==> config.mk <==
export PLATFORM = sky130hd
export DESIGN_NAME = thumbnail_row_placer
export DESIGN_NICKNAME = d
export VERILOG_FILES = /design/src/rtl/thp_pkg.sv /design/src/rtl/thumbnail_row_placer.sv /design/src/rtl/thp_div.sv
export SDC_FILE = /design/constraint.sdc
export NUM_CORES = 2
export LEC_CHECK = 0
export BUFFER_PORTS_ARGS = -buffer_cell sky130_fd_sc_hd__buf_2
export CAP_MARGIN = 20
export CORE_MARGIN = 3
export CORE_UTILIZATION = 50
export DETAILED_ROUTE_END_ITERATION = 8
export PLACE_DENSITY = 0.82
export SLEW_MARGIN = 5
export SYNTH_ARGS = -nofsm -noshare
export SYNTH_HDL_FRONTEND = slang
export SYNTH_HIERARCHICAL = 1
export SYNTH_SLANG_ARGS = --single-unit
==> constraint.sdc <==
create_clock -name aclk -period 9.5 [get_ports aclk]
set_clock_uncertainty 0.2 [all_clocks]
set_input_delay 1.425 -clock aclk [delete_from_list [all_inputs] [get_ports aclk]]
set_output_delay 1.425 -clock aclk [all_outputs]
set_load 0.05 [all_outputs]
==> src/rtl/thp_pkg.sv <==
`default_nettype none
package thp_pkg;

    // field widths
    localparam int DIM_W     = 16;  // orig_width, orig_height, canvas width, x coordinates
    localparam int CFG_W     = 12;  // tile height, tile gap
    localparam int QUOT_W    = 28;  // scaled width, product orig_width * tile height
    localparam int COL_W     = 17;  // column position incl. trailing gap
    localparam int Y_W       = 30;  // y coordinates, canvas height
    localparam int ROWS_W    = 16;
    localparam int CFG_IDX_W = 2;
    localparam int S_DATA_W  = 32;
    localparam int M_DATA_W  = 168;

    localparam logic [Y_W-1:0]    Y_MAX    = '1;
    localparam logic [ROWS_W-1:0] ROWS_MAX = '1;

    // register reset values
    localparam logic [CFG_W-1:0] TILE_HEIGHT_RST  = 12'd28;
    localparam logic [CFG_W-1:0] TILE_GAP_RST     = 12'd4;
    localparam logic [DIM_W-1:0] CANVAS_WIDTH_RST = 16'd732;

    // register indexes
    localparam logic [CFG_IDX_W-1:0] CFG_TILE_HEIGHT  = 2'd0;
    localparam logic [CFG_IDX_W-1:0] CFG_TILE_GAP     = 2'd1;
    localparam logic [CFG_IDX_W-1:0] CFG_CANVAS_WIDTH = 2'd2;

    typedef enum logic [1:0] {
        STAT_PLACED      = 2'd0,
        STAT_TOO_WIDE    = 2'd1,
        STAT_ZERO_HEIGHT = 2'd2,
        STAT_EARLIER_ERR = 2'd3
    } status_t;

endpackage
`default_nettype wire

==> src/rtl/thumbnail_row_placer.sv <==
`default_nettype none
// Words are worked one at a time through a 28-step restoring divider.
// Zero-height words skip the divider.
// The input side is not ready while a word is in work; a finished result waits in
// the output register while the next input word is taken.
// Reset (aresetn low, synchronous): registers to 28/4/732, layout cleared, row count 1.
module thumbnail_row_placer (
    input  wire logic                             aclk,
    input  wire logic                             aresetn,
    // input stream
    input  wire logic                             s_tvalid,
    output logic                                  s_tready,
    input  wire logic [thp_pkg::S_DATA_W-1:0]     s_tdata,   // orig_width, orig_height
    input  wire logic                             s_tuser,   // start_new
    // result stream
    output logic                                  m_tvalid,
    input  wire logic                             m_tready,
    output logic      [thp_pkg::M_DATA_W-1:0]     m_tdata,   // pos_x, pos_y, end_x, end_y,
                                                             // scaled_width, rows_used,
                                                             // canvas_height, 2 pad bits
    output logic      [1:0]                       m_tuser,   // status
    // configuration writes
    input  wire logic                             cfg_wen,
    input  wire logic [thp_pkg::CFG_IDX_W-1:0]    cfg_index,
    input  wire logic [thp_pkg::DIM_W-1:0]        cfg_wdata
);
    import thp_pkg::*;

    typedef enum logic [2:0] {
        ST_IDLE,       // ready for an input word
        ST_MUL,        // orig_width * tile height, launch divide
        ST_DIV,        // wait for quotient
        ST_PLACE,      // row break, position, state update
        ST_MUL_ROWS,   // rows * tile height
        ST_MUL_GAPS,   // (rows - 1) * tile gap, sum canvas height
        ST_OUT         // load result register
    } state_t;

    state_t state_reg;

    // configuration
    logic [CFG_W-1:0] th_reg;
    logic [CFG_W-1:0] ts_reg;
    logic [DIM_W-1:0] cw_reg;

    // layout state
    logic [COL_W-1:0]  col_reg;
    logic [Y_W-1:0]    row_off_reg;
    logic [ROWS_W-1:0] row_cnt_reg;
    logic              err_reg;

    // per-word work registers
    logic [DIM_W-1:0]  ow_reg;
    logic [DIM_W-1:0]  oh_reg;
    logic [QUOT_W-1:0] w_reg;
    logic [QUOT_W-1:0] mul_reg;
    logic [Y_W-1:0]    ch_reg;
    logic [DIM_W-1:0]  px_reg;
    logic [DIM_W-1:0]  ex_reg;
    logic [Y_W-1:0]    py_reg;
    logic [Y_W-1:0]    ey_reg;
    status_t           status_reg;

    // output register
    logic                m_tvalid_reg;
    logic [M_DATA_W-1:0] m_tdata_reg;
    status_t             m_status_reg;

    // shared 16x12 multiplier
    logic [DIM_W-1:0]  mul_a;
    logic [CFG_W-1:0]  mul_b;
    logic [QUOT_W-1:0] mul_out;

    always_comb begin
        case (state_reg)
            ST_MUL_ROWS: begin
                mul_a = row_cnt_reg;
                mul_b = th_reg;
            end
            ST_MUL_GAPS: begin
                mul_a = row_cnt_reg - 1'b1;
                mul_b = ts_reg;
            end
            default: begin
                mul_a = ow_reg;
                mul_b = th_reg;
            end
        endcase
    end

    assign mul_out = QUOT_W'(mul_a) * QUOT_W'(mul_b);

    // divider
    logic              div_start;
    logic              div_done;
    logic [QUOT_W-1:0] div_quot;

    assign div_start = (state_reg == ST_MUL) && (oh_reg != '0);

    thp_div #(
        .DVD_W (QUOT_W),
        .DVR_W (DIM_W)
    ) u_div (
        .aclk     (aclk),
        .aresetn  (aresetn),
        .start    (div_start),
        .dividend (mul_out),
        .divisor  (oh_reg),
        .done     (div_done),
        .quotient (div_quot)
    );

    // placement arithmetic
    logic [QUOT_W:0]  col_plus_w;
    logic             brk;
    logic             too_wide;
    logic [Y_W:0]     ro_step;
    logic [Y_W-1:0]   ro_new;
    logic [Y_W-1:0]   py_c;
    logic [COL_W-1:0] col_c;
    logic [Y_W:0]     ey_sum;
    logic [Y_W-1:0]   ey_c;
    logic [DIM_W-1:0] ex_c;
    logic [COL_W-1:0] col_upd;
    logic [QUOT_W:0]  ch_sum;

    always_comb begin
        col_plus_w = (QUOT_W+1)'(col_reg) + {1'b0, w_reg};
        brk        = col_plus_w > (QUOT_W+1)'(cw_reg);
        too_wide   = w_reg > QUOT_W'(cw_reg);
        ro_step    = {1'b0, row_off_reg} + (Y_W+1)'(th_reg) + (Y_W+1)'(ts_reg);
        ro_new     = (ro_step > (Y_W+1)'(Y_MAX)) ? Y_MAX : ro_step[Y_W-1:0];
        py_c       = brk ? ro_new : row_off_reg;
        col_c      = brk ? '0 : col_reg;
        ey_sum     = {1'b0, py_c} + (Y_W+1)'(th_reg);
        ey_c       = (ey_sum > (Y_W+1)'(Y_MAX)) ? Y_MAX : ey_sum[Y_W-1:0];
        ex_c       = col_c[DIM_W-1:0] + w_reg[DIM_W-1:0];
        // w fits 16 bits on the placed path
        col_upd    = col_c + w_reg[COL_W-1:0] + COL_W'(ts_reg);
        // never exceeds 29 bits, no saturation needed
        ch_sum     = {1'b0, mul_reg} + {1'b0, mul_out};
    end

    // configuration registers
    always_ff @(posedge aclk) begin
        if (!aresetn) begin
            th_reg <= TILE_HEIGHT_RST;
            ts_reg <= TILE_GAP_RST;
            cw_reg <= CANVAS_WIDTH_RST;
        end else if (cfg_wen) begin
            case (cfg_index)
                CFG_TILE_HEIGHT:  th_reg <= cfg_wdata[CFG_W-1:0];
                CFG_TILE_GAP:     ts_reg <= cfg_wdata[CFG_W-1:0];
                CFG_CANVAS_WIDTH: cw_reg <= cfg_wdata;
                default: ;
            endcase
        end
    end

    // sequencer, layout state and output register
    always_ff @(posedge aclk) begin
        if (!aresetn) begin
            state_reg    <= ST_IDLE;
            col_reg      <= '0;
            row_off_reg  <= '0;
            row_cnt_reg  <= ROWS_W'(1);
            err_reg      <= 1'b0;
            m_tvalid_reg <= 1'b0;
        end else begin
            // ST_OUT handles its own drain and reload
            if (m_tvalid_reg && m_tready && (state_reg != ST_OUT)) begin
                m_tvalid_reg <= 1'b0;
            end
            case (state_reg)
                ST_IDLE: begin
                    if (s_tvalid) begin
                        ow_reg    <= s_tdata[DIM_W-1:0];
                        oh_reg    <= s_tdata[2*DIM_W-1:DIM_W];
                        state_reg <= ST_MUL;
                        if (s_tuser) begin
                            col_reg     <= '0;
                            row_off_reg <= '0;
                            row_cnt_reg <= ROWS_W'(1);
                            err_reg     <= 1'b0;
                        end
                    end
                end
                ST_MUL: begin
                    if (oh_reg == '0) begin
                        w_reg     <= '0;
                        state_reg <= ST_PLACE;
                    end else begin
                        state_reg <= ST_DIV;
                    end
                end
                ST_DIV: begin
                    if (div_done) begin
                        w_reg     <= div_quot;
                        state_reg <= ST_PLACE;
                    end
                end
                ST_PLACE: begin
                    state_reg <= ST_MUL_ROWS;
                    if (err_reg) begin
                        status_reg <= STAT_EARLIER_ERR;
                    end else if (oh_reg == '0) begin
                        status_reg <= STAT_ZERO_HEIGHT;
                        err_reg    <= 1'b1;
                    end else if (too_wide) begin
                        status_reg <= STAT_TOO_WIDE;
                        err_reg    <= 1'b1;
                    end else begin
                        status_reg <= STAT_PLACED;
                        px_reg     <= col_c[DIM_W-1:0];
                        py_reg     <= py_c;
                        ex_reg     <= ex_c;
                        ey_reg     <= ey_c;
                        col_reg    <= col_upd;
                        if (brk) begin
                            row_off_reg <= ro_new;
                            if (row_cnt_reg != ROWS_MAX) begin
                                row_cnt_reg <= row_cnt_reg + 1'b1;
                            end
                        end
                    end
                    // no placement on any error path
                    if (err_reg || (oh_reg == '0) || too_wide) begin
                        px_reg <= '0;
                        py_reg <= '0;
                        ex_reg <= '0;
                        ey_reg <= '0;
                    end
                end
                ST_MUL_ROWS: begin
                    mul_reg   <= mul_out;
                    state_reg <= ST_MUL_GAPS;
                end
                ST_MUL_GAPS: begin
                    ch_reg    <= Y_W'(ch_sum);
                    state_reg <= ST_OUT;
                end
                ST_OUT: begin
                    if (!m_tvalid_reg || m_tready) begin
                        m_tvalid_reg <= 1'b1;
                        m_tdata_reg  <= {2'b00, ch_reg, row_cnt_reg, w_reg,
                                         ey_reg, ex_reg, py_reg, px_reg};
                        m_status_reg <= status_reg;
                        state_reg    <= ST_IDLE;
                    end
                end
                default: state_reg <= ST_IDLE;
            endcase
        end
    end

    assign s_tready = (state_reg == ST_IDLE);
    assign m_tvalid = m_tvalid_reg;
    assign m_tdata  = m_tdata_reg;
    assign m_tuser  = m_status_reg;

    // checks
    a_accept_starts: assert property (@(posedge aclk) disable iff (!aresetn)
        s_tvalid && s_tready |=> state_reg == ST_MUL)
        else $error("accepted word did not start the sequencer");

    a_result_from_out: assert property (@(posedge aclk) disable iff (!aresetn)
        $rose(m_tvalid) |-> $past(state_reg == ST_OUT))
        else $error("result raised outside the output step");

    a_div_done_in_div: assert property (@(posedge aclk) disable iff (!aresetn)
        div_done |-> state_reg == ST_DIV)
        else $error("divider finished while sequencer not waiting");

    a_rows_nonzero: assert property (@(posedge aclk) disable iff (!aresetn)
        row_cnt_reg != '0)
        else $error("row count reached zero");

    a_unplaced_zero: assert property (@(posedge aclk) disable iff (!aresetn)
        m_tvalid && (m_tuser != STAT_PLACED) |->
            (m_tdata[15:0] == '0) && (m_tdata[45:16] == '0) &&
            (m_tdata[61:46] == '0) && (m_tdata[91:62] == '0))
        else $error("error result carries a placement");

endmodule
`default_nettype wire

==> src/rtl/thp_div.sv <==
`default_nettype none
// Restoring divider, one quotient bit per cycle.
module thp_div #(
    parameter int DVD_W = thp_pkg::QUOT_W,
    parameter int DVR_W = thp_pkg::DIM_W
) (
    input  wire logic             aclk,
    input  wire logic             aresetn,
    input  wire logic             start,
    input  wire logic [DVD_W-1:0] dividend,
    input  wire logic [DVR_W-1:0] divisor,
    output logic                  done,
    output logic      [DVD_W-1:0] quotient
);
    localparam int CNT_W = $clog2(DVD_W);
    localparam logic [CNT_W-1:0] CNT_LAST = CNT_W'(DVD_W - 1);

    logic             busy_reg;
    logic             done_reg;
    logic [CNT_W-1:0] cnt_reg;
    logic [DVR_W-1:0] rem_reg;
    logic [DVR_W-1:0] dvr_reg;
    logic [DVD_W-1:0] quo_reg;   // dividend shifts out at the top, quotient in at the bottom

    logic [DVR_W:0]   rem_sh;
    logic [DVR_W:0]   diff;
    logic             ge;

    assign rem_sh = {rem_reg, quo_reg[DVD_W-1]};
    assign diff   = rem_sh - {1'b0, dvr_reg};
    assign ge     = !diff[DVR_W];

    always_ff @(posedge aclk) begin
        if (!aresetn) begin
            busy_reg <= 1'b0;
            done_reg <= 1'b0;
            cnt_reg  <= '0;
        end else begin
            done_reg <= 1'b0;
            if (start) begin
                busy_reg <= 1'b1;
                cnt_reg  <= '0;
            end else if (busy_reg) begin
                cnt_reg <= cnt_reg + 1'b1;
                if (cnt_reg == CNT_LAST) begin
                    busy_reg <= 1'b0;
                    done_reg <= 1'b1;
                end
            end
        end
    end

    always_ff @(posedge aclk) begin
        if (start) begin
            rem_reg <= '0;
            dvr_reg <= divisor;
            quo_reg <= dividend;
        end else if (busy_reg) begin
            rem_reg <= ge ? diff[DVR_W-1:0] : rem_sh[DVR_W-1:0];
            quo_reg <= {quo_reg[DVD_W-2:0], ge};
        end
    end

    assign done     = done_reg;
    assign quotient = quo_reg;

endmodule
`default_nettype wire

After elaboration in Yosys (flattened, before gate mapping). Cells that the tools add are included.

Logic and storage cells: 164. Register bits after elaboration: 553. Output and inout port bits: 172.

Bitwise gates (word level): 2. Add/sub/neg operators: 12. $lt $le $gt $ge: 4. Reductions and logical operators: 32. Mux-type cells: 61. Equality and inequality tests: 24. $mul: 1.

Operators with widths (count): two-way mux 30 bit (11); two-way mux 16 bit (14); two-way mux 28 bit (4); two-way mux 17 bit (6); one-hot mux 16 bit (2 select lines) (2); adder 30 x 12 -> 31 bit (2); greater-than comparator 31 x 30 -> 1 bit (second input constant) (2); one-hot mux 30 bit (2 select lines) (1); one-hot mux 28 bit (2 select lines) (1); one-hot mux 17 bit (2 select lines) (1); adder 31 x 12 -> 31 bit (1); adder 17 x 28 -> 29 bit (1); adder 28 x 28 -> 29 bit (1); greater-than comparator 29 x 16 -> 1 bit (1); greater-than comparator 28 x 16 -> 1 bit (1); multiplier 16 x 12 -> 28 bit (1); one-hot mux 3 bit (7 select lines) (1); adder 17 x 12 -> 17 bit (1); adder 17 bit (1); subtractor 17 x 16 -> 17 bit (1); adder 16 x 1 -> 16 bit (second input constant) (1); adder 16 bit (1); zero test 16 bit (1); inequality test 16 bit (second input constant) (1); other kinds (31) (78).

Depth between registers and ports, before layout.
Word-level depth: 11. Depth in mapped cells: 42. Depth with buffers taken out: 37.

By module. Netlist, hierarchy kept.

Modules (own cells, without submodules): thumbnail_row_placer (cells each 2837, area each 30239.0 um2, times used 1, seq. area each 13513.0 um2); thp_div (cells each 337, area each 3641.0 um2, times used 1, seq. area each 1781.7 um2).

Worst setup path after synthesis. No wires, ideal clock.

Path kind: input to register. Start: input port aresetn. End: register m_tdata_reg[0] (netlist: m_tdata[0]) (enable). Arrival: 8619 ps. Slack: -14 ps. Stages on the path: 3. Path buffers: 1. Library setup time: 695 ps. Cells stage by stage: clkbuf_1 -> nand2_1 -> nor2_1.

Word-level cells in the longest chain between the ends: 1.

Ends and longest elaborated chain: start, declared (RTL line thumbnail_row_placer.sv:9) `input wire logic aresetn,`; AND reduction 3 bit (no line); end signal, assigned (RTL line thumbnail_row_placer.sv:245) `m_tdata_reg <= {2'b00, ch_reg, row_cnt_reg, w_reg,`; end, declared (RTL line thumbnail_row_placer.sv:66) `logic [M_DATA_W-1:0] m_tdata_reg;`.

Every way passes these cells. A chain may end at the register's enable or synchronous reset.

Worst setup path after layout.
Start: register w_reg[5]. End: register ey_reg[1], data pin.

Word-level cells in the longest chain between the ends: 9. Elaborated cells between the ends (all ways): 11. Classes of those cells: add/sub (2); order compare (3); mux (5); reduce/logical (1).

Ends and longest elaborated chain: start, declared (RTL line thumbnail_row_placer.sv:55) `logic [QUOT_W-1:0] w_reg;`; start signal, assigned (RTL line thumbnail_row_placer.sv:198) `w_reg <= div_quot;`; adder 17 x 28 -> 29 bit (*) (RTL line thumbnail_row_placer.sv:128) `col_plus_w = (QUOT_W+1)'(col_reg) + {1'b0, w_reg};`; greater-than comparator 29 x 16 -> 1 bit (*) (RTL line thumbnail_row_placer.sv:129) `brk = col_plus_w > (QUOT_W+1)'(cw_reg);`; two-way mux 30 bit (*); named net py_c[1] (RTL line thumbnail_row_placer.sv:119) `logic [Y_W-1:0] py_c;`; adder 30 x 12 -> 31 bit (*) (RTL line thumbnail_row_placer.sv:135) `ey_sum = {1'b0, py_c} + (Y_W+1)'(th_reg);`; greater-than comparator 31 x 30 -> 1 bit (RTL line thumbnail_row_placer.sv:136) `ey_c = (ey_sum > (Y_W+1)'(Y_MAX)) ? Y_MAX : ey_sum[Y_W-1:0];`; two-way mux 30 bit (*) (RTL line thumbnail_row_placer.sv:136); two-way mux 30 bit (*) (RTL line thumbnail_row_placer.sv:209) `end else if (too_wide) begin`; two-way mux 30 bit (*) (RTL line thumbnail_row_placer.sv:206) `end else if (oh_reg == '0) begin`; two-way mux 30 bit (*) (RTL line thumbnail_row_placer.sv:204) `if (err_reg) begin`; end signal, assigned (RTL line thumbnail_row_placer.sv:217) `ey_reg <= ey_c;`; end, declared (RTL line thumbnail_row_placer.sv:61) `logic [Y_W-1:0] ey_reg;`.

Mark *: on every way through the listed nets, which the timed path passes. The rest lies on a longest branch. The select of a mux whose other input is x is not followed.

==> qor.yml <==
status: "completed"
largest_register_ffs: 165
fp.dieW_um: 266
crit_arrival_ns: 9.21
firstDrtPassIters: 7
startpoint_type: "flip-flop"
slowest_delay_ns: 0.58
syn-cell-area_mm2: 0.0339
cts-root-buf: "clkbuf_16"
crit_slowest_cell: "or4_1"
finalMaxSlewViolations: 0
antenna_found_initial: 4
r2r_cells: 37
start_util: 0.510
die_h_um: 266
ys_seq_area_frac: 0.451
placed_area_mm2: 0.0360
min_period_ns: 8.93
whs_path_depth: 0
hpwlAfterDp_mm: 64.3
finalSetupTns_ns: 0
setup_viol: 0
postSynthAreaPerCell_um2: 10.7
area_growth_pct: 12.7
hp-class: "flip-flop to flip-flop"
nNetsFinal: 3848
path_clk_slew_ns: 0.07
grt.total_usage: 0.242
clk_path_buf_depth: 3
crit_top_cell: "a21oi_1"
path_class: "flip-flop to flip-flop"
io_buffers: 224
synth_cells: 3174
final_hold_viol_count: 0
max_freq_mhz: 112
layout.cells.non_filler: 4319
final_layout_size_suffix_gt1_frac: 0.144
cts.sinks: 553
yosysTopAreaCellShare: 0.374
async_flop_share: 0
core-area_mm2: 0.0665
place.gp.congestion: 0.961
ant_nets: 0
rows: 94
grt_remaining_overflow: 0
cts_tree: "yes"
wl_per_cell_um: 20.0
drc: 0
yosysUniqueCellTypes: 99
rsz0062_at_grt: "no"
first_global_vias: 25238
wirelength_mm: 86.5
worst_pin_slew_ns: 1.10
worst_slew_margin_rel: 0.259
cp_max_fo: 15
irDropWorstVdd_mv: 0.295
cts-htree-levels: 2
dp_cells: 4195
synth.area.top_cells: "edfxtp_1 (37%), fa_1 (10%), ha_1 (8.1%)"
cts_buffers: 58
via_count: 25353
io_pins: 228
layout_common_cells: "edfxtp_1 (422), nand2_1 (320), inv_1 (292)"
power.density_mw_per_mm2: 242
viasPerCell: 5.87
synth_warnings: 6
yosys_register_bits: 553
drt_iter0_drc: 2598
drv_cap: 0
worst-endpoint-required_ns: 9.78
yosys_most_used_dff: "edfxtp_1"
clkLatencyLatePin_ns: 0.65
finalCritPeriodShare: 0.940
end_kind: "flip-flop"
dieArea_mm2: 0.0709
finalInstanceArea_mm2: 0.0382
yosysTopAreaCell: "edfxtp_1"
final_common_cell: "edfxtp_1"
grt_pass1_wl_mm: 136
grt_max_degree: 87
synth_edf_count: 422
p_leak_nw: 15.7
## report_power, final
| part | switching [W] | internal (W) |
|---|---|---|
| Sequential | 0.000110 | 0.00298 |
| Clock | 0.00102 | 0.00144 |
| Combinational | 0.00223 | 0.00147 |
| Total | 0.00336 | 0.00588 |
## worst paths after layout
path / from / to / slack [ns]
worst max-delay path: w_reg[5]$_SDFFCE_PN0P_ / ey_reg[1]$_SDFFCE_PP0P_ / 0.57
worst min-delay path: ex_reg[10]$_SDFFCE_PP0P_ / m_tdata[56]$_DFFE_PP_ / 0.17
worst max register to register: w_reg[5]$_SDFFCE_PN0P_ / ey_reg[1]$_SDFFCE_PP0P_ / 0.57
worst min register to register: ex_reg[10]$_SDFFCE_PP0P_ / m_tdata[56]$_DFFE_PP_ / 0.17
## synthesized netlist by cell type, drive strengths merged, types with 7 or more instances
master	count
a22oi	29
o21a	26
edfxtp	422
a21o	36
mux2i	12
a311oi	16
nand3b	7
or2	9
o21ai	119
buf	22
a21oi	221
nor2b	18
nor2	274
mux2	41
o31ai	10
nand3	66
dfxtp	131
and2	64
fa	173
a21boi	8
o211ai	25
nor4	22
nand4	21
or3	27
o21bai	22
a211oi	26
xor2	49
nor3	51
nand2b	23
a41oi	8
a31oi	16
and3	58
clkbuf	88
ha	218
nand2	322
inv	292
xnor2	97
## kinds of logic after synthesis
kind of cell    synth area share
flops                      0.451
mux                       0.0172
simple gates               0.140
compound gates             0.124
buf+inv                   0.0472
other cells             0.000111
xor+xnor                  0.0377
fa+ha+maj                  0.183
## per-layer routing
layer | vias up | wire, um | track usage
li1 | 11660 | - | -
met1 | 12329 | 34800 | 0.318
met2 | 1125 | 41000 | 0.403
met3 | 235 | 6860 | 0.0385
met4 | 4 | 3850 | 0.0990
met5 | - | 23 | 0
## per-stage QoR
| stage | worst slack, ns | total power [W] | utilization | hold WS [ns] |
|---|---|---|---|---|
| detailed placement | 0.252 | 0.00674 | 0.541 | 0.205 |
| finish | 0.573 | 0.00924 | 0.575 | 0.173 |
| floorplan | 1.12 | 0.00584 | - | 0.200 |
| CTS | 0.205 | 0.00927 | 0.573 | 0.171 |
| global route | 0.00206 | 0.00983 | 0.575 | 0.183 |
| global placement | 0.533 | 0.00664 | 0.541 | 0.202 |
## worst max-delay path: cells and delay by family, from the launching register on
kind	cells	cell delay, ns
AND/OR/NAND/NOR	12	3.60
adder cells (fa/ha/maj)	3	0.80
XOR/XNOR	1	0.09
AO/OA/AOI/OAI	18	3.11
flip-flops	1	0.49
buffers and inverters	3	0.47
## area by class of cell
cell class,count,area (um^2)
Antenna cell,5,12.5
Clock inverter,49,642
Timing Repair Buffer,273,1490
Fill cell,5394,28300
Multi-Input combinational cell,2222,17100
Clock buffer,60,1460
Sequential cell,553,15300
Tap cell,864,1080
Inverter,293,1100
## timing repair
action                     4_1_cts  5_1_grt
setup buffers                    0        7
hold buffers                     0        0
setup endpoints to repair        0       39
gates resized for setup          0       17
Note: power is estimated with default switching activity, not from simulation.
